[config.mk]
export PLATFORM = sky130hd
export DESIGN_NAME = wars_ctrl
export DESIGN_NICKNAME = d
export VERILOG_FILES = /design/src/design/wars_pkg.sv /design/src/design/wars_ctrl.sv
export SDC_FILE = /design/constraint.sdc
export NUM_CORES = 1
export LEC_CHECK = 0
export ABC_AREA = 1
export BUFFER_PORTS_ARGS = -buffer_cell sky130_fd_sc_hd__buf_2
export CORE_AREA = 2 2 39 41
export CTS_CLUSTER_DIAMETER = 50
export DETAILED_ROUTE_END_ITERATION = 8
export DIE_AREA = 0 0 41 43
export PLACE_DENSITY = 0.79
export SLEW_MARGIN = 20
export SYNTH_ARGS = -nofsm -noshare
export SYNTH_HDL_FRONTEND = slang
export SYNTH_SLANG_ARGS = --single-unit
[constraint.sdc]
create_clock -name clk -period 1.73 [get_ports clk]
set_clock_uncertainty 0.2 [all_clocks]
set_input_delay 0.173 -clock clk [delete_from_list [all_inputs] [get_ports clk]]
set_output_delay 0.173 -clock clk [all_outputs]
set_load 0.05 [all_outputs]
[src/design/wars_pkg.sv]
// ----------------------------------------------------------------------------
// wars_pkg
// Shared types and constants of the weighted aging ready-select table.
// ----------------------------------------------------------------------------
`default_nettype none

package wars_pkg;

  localparam int THREAD_W = 12;
  localparam int PRIO_W   = 5;
  localparam int ATT_W    = 8;
  localparam int TIME_W   = 32;
  localparam int STATUS_W = 2;

  // The weighted product priority * (256 + attention) fits in this width.
  localparam int PROD_W   = PRIO_W + ATT_W + 1;
  // Milliseconds to seconds, applied by scaling the weight term instead.
  localparam int MS_PER_S = 1000;
  localparam int MSW_W    = 10;
  localparam int SCALED_W = PROD_W + MSW_W;
  localparam int SCORE_W  = TIME_W + ATT_W + 1;

  localparam logic REQ_INSERT   = 1'b0;
  localparam logic REQ_SCHEDULE = 1'b1;

  localparam logic [STATUS_W-1:0] STATUS_INSERTED = 2'd0;
  localparam logic [STATUS_W-1:0] STATUS_GRANTED  = 2'd1;
  localparam logic [STATUS_W-1:0] STATUS_EMPTY    = 2'd2;
  localparam logic [STATUS_W-1:0] STATUS_FULL     = 2'd3;

  typedef struct packed {
    logic                valid;
    logic [THREAD_W-1:0] thread;
    logic [PRIO_W-1:0]   prio;
    logic [ATT_W-1:0]    att;
    logic [TIME_W-1:0]   ran_ms;
    logic [TIME_W-1:0]   order;
  } entry_t;

  // Commands from the controller to the datapath.
  typedef struct packed {
    logic clr;        // write an empty entry at the sweep address
    logic rd;         // read the entry at the sweep address into the scorer
    logic scan_init;  // forget the best and free candidates
    logic load_req;   // capture the input beat
    logic commit;     // update the table and load the result register
  } cmd_t;

  typedef struct packed {
    logic pipe_busy;  // an entry is still in flight in the scorer
    logic out_free;   // the result register can take a new beat
  } sts_t;

endpackage

`default_nettype wire

[src/design/wars_ctrl.sv]
// ----------------------------------------------------------------------------
// wars_ctrl
// Sequencer: clearing sweep after reset, one slot sweep per request, commit.
// ----------------------------------------------------------------------------
`default_nettype none

module wars_ctrl #(
  parameter int SLOTS = 64
) (
  input  wire logic                       clk,
  input  wire logic                       rst_n,
  input  wire logic                       in_valid,
  output logic                            in_ready,
  input  wire wars_pkg::sts_t             sts,
  output wars_pkg::cmd_t                  cmd,
  output logic [$clog2(SLOTS)-1:0]        addr
);

  localparam int IDX_W = $clog2(SLOTS);
  localparam logic [IDX_W-1:0] LAST_IDX = IDX_W'(SLOTS - 1);

  localparam logic [2:0] ST_CLEAR = 3'd0;
  localparam logic [2:0] ST_IDLE  = 3'd1;
  localparam logic [2:0] ST_SCAN  = 3'd2;
  localparam logic [2:0] ST_DRAIN = 3'd3;
  localparam logic [2:0] ST_FIN   = 3'd4;

  logic [2:0]       state_r, state_nxt;
  logic [IDX_W-1:0] cnt_r, cnt_nxt;

  always_comb begin
    state_nxt = state_r;
    cnt_nxt   = cnt_r;
    cmd       = '0;
    unique case (state_r)
      ST_CLEAR: begin
        cmd.clr = 1'b1;
        if (cnt_r == LAST_IDX) begin
          cnt_nxt   = '0;
          state_nxt = ST_IDLE;
        end else begin
          cnt_nxt = cnt_r + IDX_W'(1);
        end
      end
      ST_IDLE: begin
        if (in_valid) begin
          cmd.load_req  = 1'b1;
          cmd.scan_init = 1'b1;
          cnt_nxt       = '0;
          state_nxt     = ST_SCAN;
        end
      end
      ST_SCAN: begin
        cmd.rd = 1'b1;
        if (cnt_r == LAST_IDX) begin
          cnt_nxt   = '0;
          state_nxt = ST_DRAIN;
        end else begin
          cnt_nxt = cnt_r + IDX_W'(1);
        end
      end
      ST_DRAIN: begin
        if (!sts.pipe_busy) begin
          state_nxt = ST_FIN;
        end
      end
      ST_FIN: begin
        // Wait here while an earlier result has not been taken.
        if (sts.out_free) begin
          cmd.commit = 1'b1;
          state_nxt  = ST_IDLE;
        end
      end
      default: begin
        cnt_nxt   = '0;
        state_nxt = ST_CLEAR;
      end
    endcase
  end

  always_ff @(posedge clk) begin
    if (!rst_n) begin
      state_r <= ST_CLEAR;
      cnt_r   <= '0;
    end else begin
      state_r <= state_nxt;
      cnt_r   <= cnt_nxt;
    end
  end

  assign in_ready = (state_r == ST_IDLE);
  assign addr     = cnt_r;

endmodule

`default_nettype wire

Word-level counts from Yosys, hierarchy flattened
Cells that the tools add are included.
Widths: inputs -> output; s select.
{ "word_totals": {"out_inout_bits": 12, "register_bits": 9, "input_bits": 5} }
{ "classes": {"mux": 15, "n_bitwise": 1, "n_reduce_logical": 5, "n_eq_ne": 10, "addsub": 1} }
{ "op_table": {"columns": ["op", "count"], "rows": [
  ["$pmux 6 s3", 1],
  ["$mux 3", 5],
  ["$pmux 3 s5", 1],
  ["$mux 6", 2],
  ["$ne 2x2->1 const B", 5],
  ["$add 6x1->6 const B", 1],
  ["$eq 3x2->1 const B", 2],
  ["$eq 6x6->1 const B", 1],
  ["$reduce_and 5->1", 1],
  ["$mux 1", 4],
  ["$mux 2", 2],
  ["$reduce_or 2->1", 2],
  ["$eq 3x1->1 const B", 1],
  ["$eq 3x3->1 const B", 1],
  ["$logic_not 3->1", 1],
  ["$reduce_and 2->1", 1],
  ["$not 1->1", 1]
]} }

Longest topological paths before layout
{ "logic_depth": {"ltp_word": 4, "ltp_mapped": 8, "ltp_nobuf": 7} }

Least setup slack after synthesis
No wires, ideal clock.
{ "synth_path": {"path_kind": "register -> output", "from": "register state_r[1]", "to": "output cmd[2] in the netlist's numbering", "path_buffers": 2, "slack_ns": -0.243, "stages_incl_launch_ff": 6, "required_time_ns": 1.357, "t_arrival_ns": 1.600, "path_cell_list": "dfxtp_1 > buf_2 > inv_1 > nand3_2 > nor2_1 > buf_4"} }
{ "synth_rtl": {"columns": ["item", "line", "text"], "rows": [
  ["from (decl)", "wars_ctrl.sv:28", "logic [2:0] state_r, state_nxt;"],
  ["from (signal assigned)", "wars_ctrl.sv:86", "state_r <= state_nxt;"],
  ["to (decl)", "wars_ctrl.sv:15", "output wars_pkg::cmd_t cmd,"]
]} }

==> flow_summary.yaml <==
job:
  max_cap_viol_count: 0
finish:
  n_fill_cell: 132
  final_common_cell: "sky130_fd_sc_hd__nand2_1"
  flow.area_growth_from_synthesis_pct: 25.11
  antenna_cells: 0
  final_net_count: 110
  area_of_all_sequential_standard_cells_um2: 183.9
  postLayoutCellArea_um2: 710.7
  multi_input_area_um2: 330.3
  mostFrequentLayoutCells: "sky130_fd_sc_hd__nand2_1 (18), sky130_fd_sc_hd__inv_1 (13), sky130_fd_sc_hd__buf_2 (13), sky130_fd_sc_hd__a21oi_1 (8)"
  drive_gt1_share_pct: 33.01
grt:
  grtUsageTotal_pct: 16.62
  global_route_wire_length_before_repair_um: 1904
  grt_pass1_vias: 467
  antenna_found_initial: 0
  grt_overflow_total: 0
  pin_count_of_the_biggest_net_entering_global_routing: 9
drt:
  vias: 591
  drt-initial-drc-count: 12
  drt_first_pass_iters: 4
  drc: 0
  final_antenna_net_count: 0
  finalWirelength_um: 1238
  vias_per_cell: 4.966
  avgRoutedWirePerCell_um: 10.40
critical_path:
  crit_path_max_fanout: 8
  end_kind: "output port"
  crit_start: "state_r[1]"
  critPathMaxStageDelay_ps: 380
  r2r-start: "addr[0]"
  critical-path-top-delay-family: "flip-flops"
  critical_path.startpoint_type: "flip-flop"
  crit_chain: "nor2_2, nand2_1, nor2_1, buf_2"
  crit_buf_inv: 1
  worst-endpoint-arrival_ps: 1260
  worstSetupPathType: "flip-flop to output port"
  critPathRequiredTime_ps: 1360
  cpMaxStageDelayCell: "sky130_fd_sc_hd__dfxtp_1"
sta:
  slew_headroom_pct: 81.73
  rsz0062_at_grt: "no"
  period_needed_ps: 1637
  tightestPinTransition_ps: 273.7
  fin_tns_setup_ps: 0
  fmaxAchievable_ghz: 0.6110
  report.final.setup_viol: 0
  final.period_utilization_pct: 94.61
  finalHoldViolations: 0
  drv_slew: 0
min_path:
  worstHoldPathType: "input pin to flip-flop"
  hold_path_startpoint: "sts[0]"
power_and_ir_drop:
  pwrdens_mw_per_mm2: 625.5
  peakVddDrop_uv: 459.3
  total_power_mw: 0.4445
  leakage_nw: 0.3633
die:
  floorplan.initialDensity_pct: 41.05
  floorplan.die.width_um: 41
  design.core.area_mm2: 0.001384
  die_h_um: 43
  placement_rows: 14
  top_level_ports: 17
  floorplan.die_area_mm2: 0.001763
synthesis:
  synth_warnings: 0
  synth_sequential_area_ratio_pct: 31.72
  postSynthNetCount: 90
  syn_area_um2: 568.0
  mean_syn_cell_area_um2: 6.762
  postSynthRegisterBits: 9
  netlist_instances: 84
  post_synth_num_cell_types: 22
placement:
  place.port_buffers: 16
  placed_area_um2: 660.6
  gpl.final_weighted_congestion: 0.8264
  post_dp_hpwl_um: 942.8
cts:
  htreeDepth: 1
  root_buffer: "sky130_fd_sc_hd__clkbuf_4"
  cts_tree: "yes"
  clk_transition_reported_paths_ps: 60
  cts_inserted_buffers: 3
  worst_skew_pair.late_latency_ps: 270
  clkSinkCount: 9
  ctsLongestPathBuffers: 2
status:
  run_status: "finished clean"
==> layer usage <==
metal	up-vias	GRT usage [%]	wire (um)
met1	256	18.51	556
met4	0	12.67	37
met3	5	6.806	75
met5	-	0	0
li1	311	-	-
met2	19	23.75	569
==> power breakdown <==
group / switching [mW] / leakage [nW] / total, mW / internal (mW)
Combinational: 0.0370 / 0.274 / 0.0542 / 0.0173
Clock: 0.0803 / 0.0150 / 0.170 / 0.0893
Sequential: 0.00672 / 0.0741 / 0.221 / 0.214
==> tightest hold or removal path, delay by kind of cell <==
kind / cells / cell delay [ps]
AO/OA/AOI/OAI: 1 / 80
buffers and inverters: 2 / 110
AND/OR/NAND/NOR: 1 / 120
==> final timing paths <==
kind,depth (start not counted),slack [ps],endpoint
setup / recovery,4,90,cmd[0]
hold / removal,4,60,state_r[2]
setup reg to reg,6,240,addr[5]
hold reg to reg,2,290,addr[1]
==> registers in the layout, summed over array words and instances, names as in the netlist <==
register / flops
addr: 6
state_r: 3
==> layout make-up <==
class	instances	area share, %
tap	16	2.817
clock buffer	4	3.697
multi-input combinational	59	46.48
inverter	14	7.394
sequential	9	25.88
timing repair buffer	17	13.73
==> cells by family (layout without fill, tap and decap cells) <==
| logic type | Yosys count | after routing | share of synthesized area [%] |
|---|---|---|---|
| DFF | 9 | 9 | 31.72 |
| adders and majority gates | 1 | 1 | 2.202 |
| and+or+nand+nor | 45 | 45 | 40.53 |
| xor gates and xnor gates | 1 | 1 | 1.542 |
| buffers and inverters | 16 | 35 | 11.45 |
| AOI/OAI and AO/OA | 12 | 12 | 12.56 |
==> stage by stage <==
step                      std cells  setup WS, ps  hold slack [ps]  util (%)
after floorplan                  84         22.48            93.72         -
after global placement          114         255.5            203.6     47.74
after detailed placement        114         259.5            213.7     47.74
after CTS                       119         44.90            56.62     50.72
after global routing            119        0.1256            77.67     51.36
final                           119         93.27            59.00     51.36
==> Yosys cell counts <==
cell,instances,share of area (%)
sky130_fd_sc_hd__buf_2,1,0.88
sky130_fd_sc_hd__inv_2,1,0.66
sky130_fd_sc_hd__nand2_1,18,12
sky130_fd_sc_hd__o21ai_2,1,1.5
sky130_fd_sc_hd__nand3_1,7,6.2
sky130_fd_sc_hd__o21bai_1,1,1.3
sky130_fd_sc_hd__dfxtp_1,9,32
sky130_fd_sc_hd__nand3_2,2,3.5
sky130_fd_sc_hd__ha_1,1,2.2
sky130_fd_sc_hd__nor2_2,3,3.3
sky130_fd_sc_hd__inv_1,13,8.6
sky130_fd_sc_hd__nand4_1,3,3.3
sky130_fd_sc_hd__or2_2,1,1.1
sky130_fd_sc_hd__nand3_4,1,3.1
sky130_fd_sc_hd__a31oi_1,1,1.1
sky130_fd_sc_hd__nor3_1,1,0.88
sky130_fd_sc_hd__nor2_1,8,5.3
sky130_fd_sc_hd__a21oi_2,1,1.5
sky130_fd_sc_hd__a21oi_1,8,7.0
sky130_fd_sc_hd__buf_4,1,1.3
sky130_fd_sc_hd__xnor2_1,1,1.5
sky130_fd_sc_hd__nand2_4,1,2.0
==> repair_timing <==
item / CTS / global route
endpoints found under the hold margin: 1 / 0
buffers inserted: 0 / 0
resized for setup: 1 / 4
endpoints found under the setup margin: 1 / 5
hold buffers: 1 / 0
Note: power is estimated with default switching activity, not from simulation.
